File: config.mk
export PLATFORM = sky130hd
export DESIGN_NAME = stlg_mod_unit
export DESIGN_NICKNAME = d
export VERILOG_FILES = /design/src/hdl/stlg_pkg.sv /design/src/hdl/stlg_mod_unit.sv
export SDC_FILE = /design/constraint.sdc
export NUM_CORES = 2
export LEC_CHECK = 0
export ABC_AREA = 1
export BUFFER_PORTS_ARGS = -buffer_cell sky130_fd_sc_hd__buf_2
export CAP_MARGIN = 20
export CORE_MARGIN = 1
export CORE_UTILIZATION = 50
export CTS_CLUSTER_SIZE = 16
export DETAILED_ROUTE_END_ITERATION = 7
export GPL_TIMING_DRIVEN = 0
export PLACE_DENSITY = 0.76
export SLEW_MARGIN = 30
export SYNTH_ARGS = -nofsm -noshare
export SYNTH_HDL_FRONTEND = slang
export SYNTH_SLANG_ARGS = --single-unit
export TNS_END_PERCENT = 20
File: constraint.sdc
create_clock -name clk -period 19.02 [get_ports clk]
set_input_delay 0.951 -clock clk [delete_from_list [all_inputs] [get_ports clk]]
set_output_delay 0.951 -clock clk [all_outputs]
set_load 0.05 [all_outputs]
File: src/hdl/stlg_pkg.sv
package stlg_pkg;

    // Generator constants
    localparam logic signed [18:0] MOD_ONE   = 19'sd259100;
    localparam logic signed [18:0] MUL_ONE   = 19'sd7141;
    localparam logic signed [18:0] INC_ONE   = 19'sd54773;
    localparam logic signed [18:0] MOD_TWO   = 19'sd134456;
    localparam logic signed [18:0] MUL_TWO   = 19'sd8121;
    localparam logic signed [18:0] INC_TWO   = 19'sd28411;
    localparam logic signed [18:0] MOD_THREE = 19'sd243000;
    localparam logic signed [18:0] MUL_THREE = 19'sd4561;
    localparam logic signed [18:0] INC_THREE = 19'sd51349;

    // floor(2^32 / modulus): quotient estimate is exact or one low
    localparam logic signed [18:0] RCP_ONE   = 19'(64'd4294967296 / 64'd259100);
    localparam logic signed [18:0] RCP_TWO   = 19'(64'd4294967296 / 64'd134456);
    localparam logic signed [18:0] RCP_THREE = 19'(64'd4294967296 / 64'd243000);

    // Word widths
    localparam int OPERAND_W = 34;
    localparam int REM_W     = 20;
    localparam int QUO_W     = 16;
    localparam int MAJOR_W   = 20;
    localparam int MINOR_W   = 19;
    localparam int ENTRY_W   = MAJOR_W + MINOR_W;

    // Operations of the shared mul/mod unit
    typedef enum logic [2:0] {
        OP_SEED,
        OP_STEP1,
        OP_STEP2,
        OP_STEP3,
        OP_FOLD2,
        OP_FOLD3,
        OP_SLOT
    } mu_op_t;

    typedef enum logic [1:0] {
        MU_IDLE,
        MU_RECIP,
        MU_REDUCE
    } mu_phase_t;

    typedef enum logic [3:0] {
        ST_IDLE,
        ST_SEED,
        ST_WARM1,
        ST_FOLD2,
        ST_WARM2,
        ST_FOLD3,
        ST_FILL1,
        ST_FILL2,
        ST_DRAW1,
        ST_DRAW2,
        ST_DRAW3,
        ST_SLOT,
        ST_READ,
        ST_WB
    } stlg_state_t;

    typedef struct packed {
        logic                          start;
        mu_op_t                        op;
        logic signed [OPERAND_W-1:0]   operand;
    } mu_req_t;

    typedef struct packed {
        logic                          done;
        logic                          neg;
        logic signed [REM_W-1:0]       rem;
        logic [QUO_W-1:0]              quo;
    } mu_rsp_t;

endpackage

File: src/hdl/stlg_mod_unit.sv
// Shared multiply / truncating-remainder unit.
// Start cycle: p = k*a + c.  Next: q ~= |p| * floor(2^32/m) >> 32.
// Last: r = |p| - q*m with one correction step; sign of p is applied.
module stlg_mod_unit #(
    parameter int TABLE_DEPTH = 97
) (
    input  logic             clk,
    input  logic             rst_n,
    input  stlg_pkg::mu_req_t req,
    output stlg_pkg::mu_rsp_t rsp
);

    stlg_pkg::mu_phase_t phase_reg, phase_next;
    stlg_pkg::mu_op_t    op_reg, op_cur;

    logic [31:0]                     x_reg, x_next;
    logic                            neg_reg, neg_next;
    logic [stlg_pkg::QUO_W-1:0]      q_reg, q_next;
    logic signed [stlg_pkg::REM_W-1:0] rem_reg, rem_next;
    logic [stlg_pkg::QUO_W-1:0]      quo_reg, quo_next;
    logic                            done_reg;

    logic signed [18:0] k_c, c_c, m_c, r_c;
    logic signed [stlg_pkg::OPERAND_W-1:0] mul_a;
    logic signed [18:0]                    mul_b;
    logic signed [52:0]                    prod, sum, p_abs;
    logic [32:0]                           diff, r_fix;
    logic                                  fix;

    assign op_cur = (phase_reg == stlg_pkg::MU_IDLE) ? req.op : op_reg;

    // Constant set for the operation
    always_comb
    begin
        case (op_cur)
            stlg_pkg::OP_SEED:
            begin
                k_c = -19'sd1;               c_c = stlg_pkg::INC_ONE;
                m_c = stlg_pkg::MOD_ONE;     r_c = stlg_pkg::RCP_ONE;
            end
            stlg_pkg::OP_STEP1:
            begin
                k_c = stlg_pkg::MUL_ONE;     c_c = stlg_pkg::INC_ONE;
                m_c = stlg_pkg::MOD_ONE;     r_c = stlg_pkg::RCP_ONE;
            end
            stlg_pkg::OP_STEP2:
            begin
                k_c = stlg_pkg::MUL_TWO;     c_c = stlg_pkg::INC_TWO;
                m_c = stlg_pkg::MOD_TWO;     r_c = stlg_pkg::RCP_TWO;
            end
            stlg_pkg::OP_STEP3:
            begin
                k_c = stlg_pkg::MUL_THREE;   c_c = stlg_pkg::INC_THREE;
                m_c = stlg_pkg::MOD_THREE;   r_c = stlg_pkg::RCP_THREE;
            end
            stlg_pkg::OP_FOLD2:
            begin
                k_c = 19'sd1;                c_c = 19'sd0;
                m_c = stlg_pkg::MOD_TWO;     r_c = stlg_pkg::RCP_TWO;
            end
            stlg_pkg::OP_FOLD3:
            begin
                k_c = 19'sd1;                c_c = 19'sd0;
                m_c = stlg_pkg::MOD_THREE;   r_c = stlg_pkg::RCP_THREE;
            end
            stlg_pkg::OP_SLOT:
            begin
                k_c = 19'(TABLE_DEPTH);      c_c = 19'sd0;
                m_c = stlg_pkg::MOD_THREE;   r_c = stlg_pkg::RCP_THREE;
            end
            default:
            begin
                k_c = stlg_pkg::MUL_ONE;     c_c = stlg_pkg::INC_ONE;
                m_c = stlg_pkg::MOD_ONE;     r_c = stlg_pkg::RCP_ONE;
            end
        endcase
    end

    // Phase sequencing
    always_comb
    begin
        case (phase_reg)
            stlg_pkg::MU_IDLE:   phase_next = req.start ? stlg_pkg::MU_RECIP : stlg_pkg::MU_IDLE;
            stlg_pkg::MU_RECIP:  phase_next = stlg_pkg::MU_REDUCE;
            stlg_pkg::MU_REDUCE: phase_next = stlg_pkg::MU_IDLE;
            default:             phase_next = stlg_pkg::MU_IDLE;
        endcase
    end

    // Operand select for the one multiplier
    always_comb
    begin
        case (phase_reg)
            stlg_pkg::MU_RECIP:
            begin
                mul_a = {2'b00, x_reg};
                mul_b = r_c;
            end
            stlg_pkg::MU_REDUCE:
            begin
                mul_a = {{(stlg_pkg::OPERAND_W - stlg_pkg::QUO_W){1'b0}}, q_reg};
                mul_b = m_c;
            end
            default:
            begin
                mul_a = req.operand;
                mul_b = k_c;
            end
        endcase
    end

    assign prod = mul_a * mul_b;

    // Datapath next values
    always_comb
    begin
        sum      = prod + 53'(c_c);
        p_abs    = sum[52] ? -sum : sum;
        x_next   = p_abs[31:0];
        neg_next = sum[52];
        q_next   = prod[47:32];
        diff     = {1'b0, x_reg} - prod[32:0];
        fix      = diff >= {14'b0, m_c};
        r_fix    = fix ? diff - {14'b0, m_c} : diff;
        quo_next = q_reg + stlg_pkg::QUO_W'(fix);
        rem_next = neg_reg ? (20'sd0 - $signed(r_fix[19:0])) : $signed(r_fix[19:0]);
    end

    always_ff @(posedge clk or negedge rst_n)
    begin
        if (!rst_n)
        begin
            phase_reg <= stlg_pkg::MU_IDLE;
            done_reg  <= 1'b0;
        end
        else
        begin
            phase_reg <= phase_next;
            done_reg  <= (phase_reg == stlg_pkg::MU_REDUCE);
        end
    end

    always_ff @(posedge clk)
    begin
        case (phase_reg)
            stlg_pkg::MU_IDLE:
            begin
                if (req.start)
                begin
                    op_reg  <= req.op;
                    x_reg   <= x_next;
                    neg_reg <= neg_next;
                end
            end
            stlg_pkg::MU_RECIP:
            begin
                q_reg <= q_next;
            end
            stlg_pkg::MU_REDUCE:
            begin
                rem_reg <= rem_next;
                quo_reg <= quo_next;
            end
            default:
            begin
            end
        endcase
    end

    assign rsp.done = done_reg;
    assign rsp.neg  = neg_reg;
    assign rsp.rem  = rem_reg;
    assign rsp.quo  = quo_reg;

endmodule

Word level (Yosys, flattened, before mapping)
Index checks and enable logic that the tools add are counted.
- flip-flop bits (word level): 91
- input port bits: 40
- logic and storage cells: 42
- output and inout port bits: 38
- reduce and logical (&&, ||, !) cells: 7
- multiplexer cells: 12
- add/sub/neg operators: 6
- multipliers: 1
- eq/ne operators: 7
- order comparisons: 1
- operators by type and width (cell ; count):
    $pmux 19 s5 ; 1
    $pmux 34 s2 ; 1
    $add 53x17->53 ; 1
    $mul 34x19->53 ; 1
    $pmux 16 s3 ; 1
    $mux 20 ; 2
    $pmux 19 s2 ; 1
    $pmux 17 s2 ; 1
    $ge 33x18->1 ; 1
    $sub 32x33->33 ; 1
    $mux 32 ; 1
    $neg 32->32 ; 1
    $pmux 14 s2 ; 1
    $sub 1x20->20 const A ; 1
    $sub 20x18->20 ; 1
    $add 16x1->16 ; 1
    $eq 3x3->1 const B ; 3
    $eq 3x2->1 const B ; 2
    $reduce_or 3->1 ; 2
    $pmux 2 s2 ; 1
    $reduce_or 2->1 ; 2
    $logic_not 3->1 ; 1
    $mux 3 ; 1
    $eq 2x1->1 const B ; 1
    other kinds (4) ; 4

Depth between registers and ports, before layout
- word-level depth: 12
- mapped depth: 71
- gate-level depth less buffers: 69

Least setup slack after synthesis
Ideal clock, no wire load.
- path kind: reg2reg
- from: register phase_reg[0]
- to: register quo_reg[15] in the netlist's numbering (data pin)
- required time: 18762 ps
- arrival: 11285 ps
- slack: 7478 ps
- period minus slack after synthesis: 11542 ps
- library setup time: 258 ps
- cell stages (with the launch flop): 61
- path buffers: 2
- cell sequence: dfrtp_1 > inv_1 > ha_1 > inv_1 > o211ai_1 > o21ai_0 > inv_1 > clkbuf_1 > nand2_1 > fa_1 > inv_1 > fa_1 > inv_1 > fa_1 > inv_1 > fa_1 > inv_1 > fa_1 > [25 not listed] > nand2_1 > nor2_1 > nand3_1 > nand3_2 > nor2_8 > nand3_4 > buf_6 > ha_1 > nand3_1 > nor3_1 > inv_1 > nor3_1 > inv_1 > nor3_1 > nand2_1 > nor2_1 > nand4_1 > xnor2_1
- word-level cells in the longest chain between the ends: 10
- elaborated cells on any way between the ends: 22
- classes of those cells: 2 x add/sub; 1 x mul; 1 x order compare; 7 x eq/ne; 6 x mux; 5 x reduce/logical
- RTL lines (element ; RTL line ; source):
    start: declaration ; stlg_mod_unit.sv:13 ; stlg_pkg::mu_phase_t phase_reg, phase_next;
    start signal: assignment ; stlg_mod_unit.sv:133 ; phase_reg <= stlg_pkg::MU_IDLE;
    start signal: assignment ; stlg_mod_unit.sv:138 ; phase_reg <= phase_next;
    $logic_not 2->1 ; stlg_mod_unit.sv:30 ; assign op_cur = (phase_reg == stlg_pkg::MU_IDLE) ? req.op : op_reg;
    $mux 3 ; stlg_mod_unit.sv:30 ;
    $eq 3x3->1 or $eq 3x2->1 (tied branches) ; stlg_mod_unit.sv:35 ; case (op_cur)
    $reduce_or 2->1 (no source line) or $reduce_or 3->1 (tied branches) ; -- ;
    $pmux 19 s5 (tied with other cells) ; stlg_mod_unit.sv:35 ;
    $pmux 19 s2 ; stlg_mod_unit.sv:93 ; case (phase_reg)
    $mul 34x19->53 ; stlg_mod_unit.sv:112 ; assign prod = mul_a * mul_b;
    $sub 32x33->33 ; stlg_mod_unit.sv:122 ; diff = {1'b0, x_reg} - prod[32:0];
    $ge 33x18->1 * ; stlg_mod_unit.sv:123 ; fix = diff >= {14'b0, m_c};
    $add 16x1->16 * ; stlg_mod_unit.sv:125 ; quo_next = q_reg + stlg_pkg::QUO_W'(fix);
    via quo_next (one bit) ; stlg_mod_unit.sv:20 ; logic [stlg_pkg::QUO_W-1:0] quo_reg, quo_next;
    end signal: assignment ; stlg_mod_unit.sv:162 ; quo_reg <= quo_next;
    end: declaration ; stlg_mod_unit.sv:20 ;
The timed path passes the listed nets; every way through them passes the cells marked *.
A chain may end at the register's enable or synchronous reset.

Worst setup path after layout
Ends and elaborated chain as after synthesis.

==> impl_metrics.py <==
metrics = {
    "status": {
        "status": "complete, no violations",
    },
    "place": {
        "postPlaceCellArea_mm2": 0.0347,
        "hpwlAfterDp_mm": 91.8,
        "io_buffers": 77,
        "dp_slack_ps": 3920,
        "dp.cells": 5369,
        "gp_congestion": 1.05,
    },
    "worst_setup_path": {
        "worst-path-max-fanout": 10,
        "cp.required_ps": 19120,
        "max_stage_delay_ps": 900,
        "rr_worst_depth": 65,
        "path_class": "register to register",
        "r2r-end": "quo_reg[15]$_DFFE_PP_",
        "end_kind": "register",
        "cp_data_arrival_time_ps": 15700,
        "start_kind": "register",
        "cpMostUsedCell": "inv_1",
        "worst_r2r_startpoint": "phase_reg[0]$_DFF_PN0_",
        "ff2ff_setup_slack_ps": 3420,
        "critical_path.slowest_cell": "nor2_2",
    },
    "clock_tree": {
        "ctsHoldBuffers": 0,
        "cts_setup_buffers": 0,
        "h-tree-depth": 3,
        "clkLatencyLatePin_ps": 360,
        "cts_buffer_depth": 2,
        "clockRootBuffer": "clkbuf_16",
        "numCtsBuffers": 9,
        "ctsResizeCount": 0,
        "clock_sinks": 91,
        "clk_pin_slew_ps": 70,
        "cts_tree": "yes",
    },
    "cells_and_area": {
        "n_antenna_cell": 0,
        "fill_cells": 6195,
        "multi_input_area_mm2": 0.0259,
        "drive_gt1_frac": 0.0583,
        "final_area_mm2": 0.0350,
        "fin_nets": 5401,
        "largest_reg_flops": 32,
        "final_common_cell": "nand2_1",
        "layout_common_cells": "1098 x nand2_1, 1079 x inv_1, 626 x fa_1",
        "fin_cells": 5386,
        "regArea_mm2": 0.00272,
        "syn_to_final_growth_pct": 5.86,
    },
    "timing": {
        "setup_viol": 0,
        "rsz0062_at_grt": "false",
        "skew_ps": 9.98,
        "hold_viol": 0,
        "max_freq_ghz": 0.0641,
        "fin_setup_tns_ps": 0,
        "relSlewSlack": 0.274,
        "timing.final.crit_share": 0.820,
        "period_minus_slack_ps": 15600,
        "worst_slack_ps": 3420,
        "slew_violations": 0,
        "tightestPinTransition_ps": 1090,
    },
    "logic_synthesis": {
        "synthDistinctLibCells": 58,
        "ys_warn_count": 0,
        "synth_flop_cell": "edfxtp_1",
        "avgSynthCellArea_um2": 7.46,
        "synthCells": 4430,
        "async_reset_ff_frac": 0.0330,
        "ys_ff_latch": 91,
        "synth.net_count": 5305,
        "netlist_area_mm2": 0.0331,
        "synth-seq-area-share": 0.0822,
        "synth_edf_count": 88,
    },
    "floorplanning": {
        "io_pins": 78,
        "rows": 93,
        "die_w_um": 259,
        "die_y_um": 259,
        "initial_core_util": 0.509,
        "coreArea_mm2": 0.0649,
        "dieArea_mm2": 0.0672,
    },
    "grt": {
        "grt_pass1_vias": 28600,
        "grt_remaining_overflow": 0,
        "grt_usage": 0.322,
        "grt_max_degree": 29,
        "antenna_found_initial": 1,
        "grt_pass1_wl_mm": 163,
    },
    "drt": {
        "vias": 29200,
        "dr.pass1.iters": 5,
        "drt-initial-drc-count": 3131,
        "drt-total-wl_mm": 106,
        "routedWlPerCell_um": 19.6,
        "remaining_drc_errors": 0,
        "vias_per_cell": 5.42,
        "antenna_left": 0,
    },
    "worst_hold_path": {
        "hold_path_class": "primary input to asynchronous set/reset pin",
    },
    "flow_run": {
        "drv_cap": 0,
    },
}
[worst max-delay path by stage]
stage                                 from               endpoint  slack (ps)  cells after the start
global route        phase_reg[0]$_DFF_PN0_  quo_reg[15]$_DFFE_PP_        2750                     65
finish              phase_reg[0]$_DFF_PN0_  quo_reg[15]$_DFFE_PP_        3420                     65
global placement                   req[36]  quo_reg[15]$_DFFE_PP_        3220                     64
CTS                 phase_reg[0]$_DFF_PN0_  quo_reg[15]$_DFFE_PP_        3990                     65
detailed placement                 req[36]  quo_reg[15]$_DFFE_PP_        3920                     66
floorplan           phase_reg[0]$_DFF_PN0_  quo_reg[15]$_DFFE_PP_        7480                     60
[stage by stage]
step                      hold slack (ps)  utilization
after global placement                547        0.532
after detailed placement              581        0.534
after floorplan                       519            -
final                                 378        0.539
after CTS                             368        0.539
after global routing                  371        0.539
[metal layers]
metal | vias up | GRT usage | routed length (um)
met4 | 2 | 0.124 | 4870
met2 | 1598 | 0.495 | 46000
met1 | 14000 | 0.431 | 41900
met5 | - | 0 | 9
li1 | 13300 | - | -
met3 | 255 | 0.0922 | 13000
[kinds of logic (layout without fill, tap and decap cells)]
| logic type | count (synthesis) | in the layout | share of synthesized area |
|---|---|---|---|
| fa+ha+maj | 835 | 835 | 0.458 |
| xor+xnor | 125 | 125 | 0.0336 |
| compound gates | 257 | 257 | 0.0462 |
| simple gates | 1914 | 1914 | 0.241 |
| buf+inv | 1208 | 1309 | 0.139 |
| flops | 91 | 91 | 0.0822 |
[worst max-delay path, delay by kind of cell, from the launching register on]
kind	cells	cell delay, ps
compound gates	2	1370
xor+xnor	3	580
fa+ha+maj	12	4950
buf+inv	17	2510
flops	1	410
simple gates	31	5440
[Yosys cell counts, types with 4 or more instances]
library cell  count  area share
nand2_2          24      0.0045
o21a_1            4     0.00091
a22o_1           10      0.0026
xor2_1           94       0.025
clkinv_1         21      0.0024
o21bai_1         11      0.0025
nor2_1          491       0.056
nand3_1         144       0.022
clkbuf_1         65      0.0074
nor4_1            7      0.0013
ha_1            209       0.079
nand2_4           7      0.0024
nand3b_1          7      0.0016
edfxtp_1         88       0.080
nand2_1        1098        0.12
nand4_1          43      0.0081
inv_2            25      0.0028
and2_1            4     0.00076
nor2_4            6      0.0020
buf_1             4     0.00045
o211ai_1         11      0.0025
buf_2             8      0.0012
a22oi_1           9      0.0020
inv_1          1080        0.12
o21ai_0          55      0.0083
o21ai_1          14      0.0021
a21o_1           10      0.0023
nand3_2          12      0.0036
xnor2_1          29      0.0077
fa_1            626        0.38
nor3_1           26      0.0039
a31oi_1           8      0.0015
o22ai_1           7      0.0013
nor2_2           31      0.0059
a21oi_1         101       0.015
o21ai_2           6      0.0016
[final cells by class]
type | instances | area share
clock buffer | 9 | 0.00643
clock inverter | 7 | 0.00175
buffer | 82 | 0.0102
tap | 855 | 0.0306
inverter | 1126 | 0.121
sequential | 91 | 0.0776
timing repair buffer | 85 | 0.0138
multi-input combinational | 3131 | 0.739
Power is not shown: default switching activity piles up to over one toggle a cycle in this logic, so the estimate is an artifact.
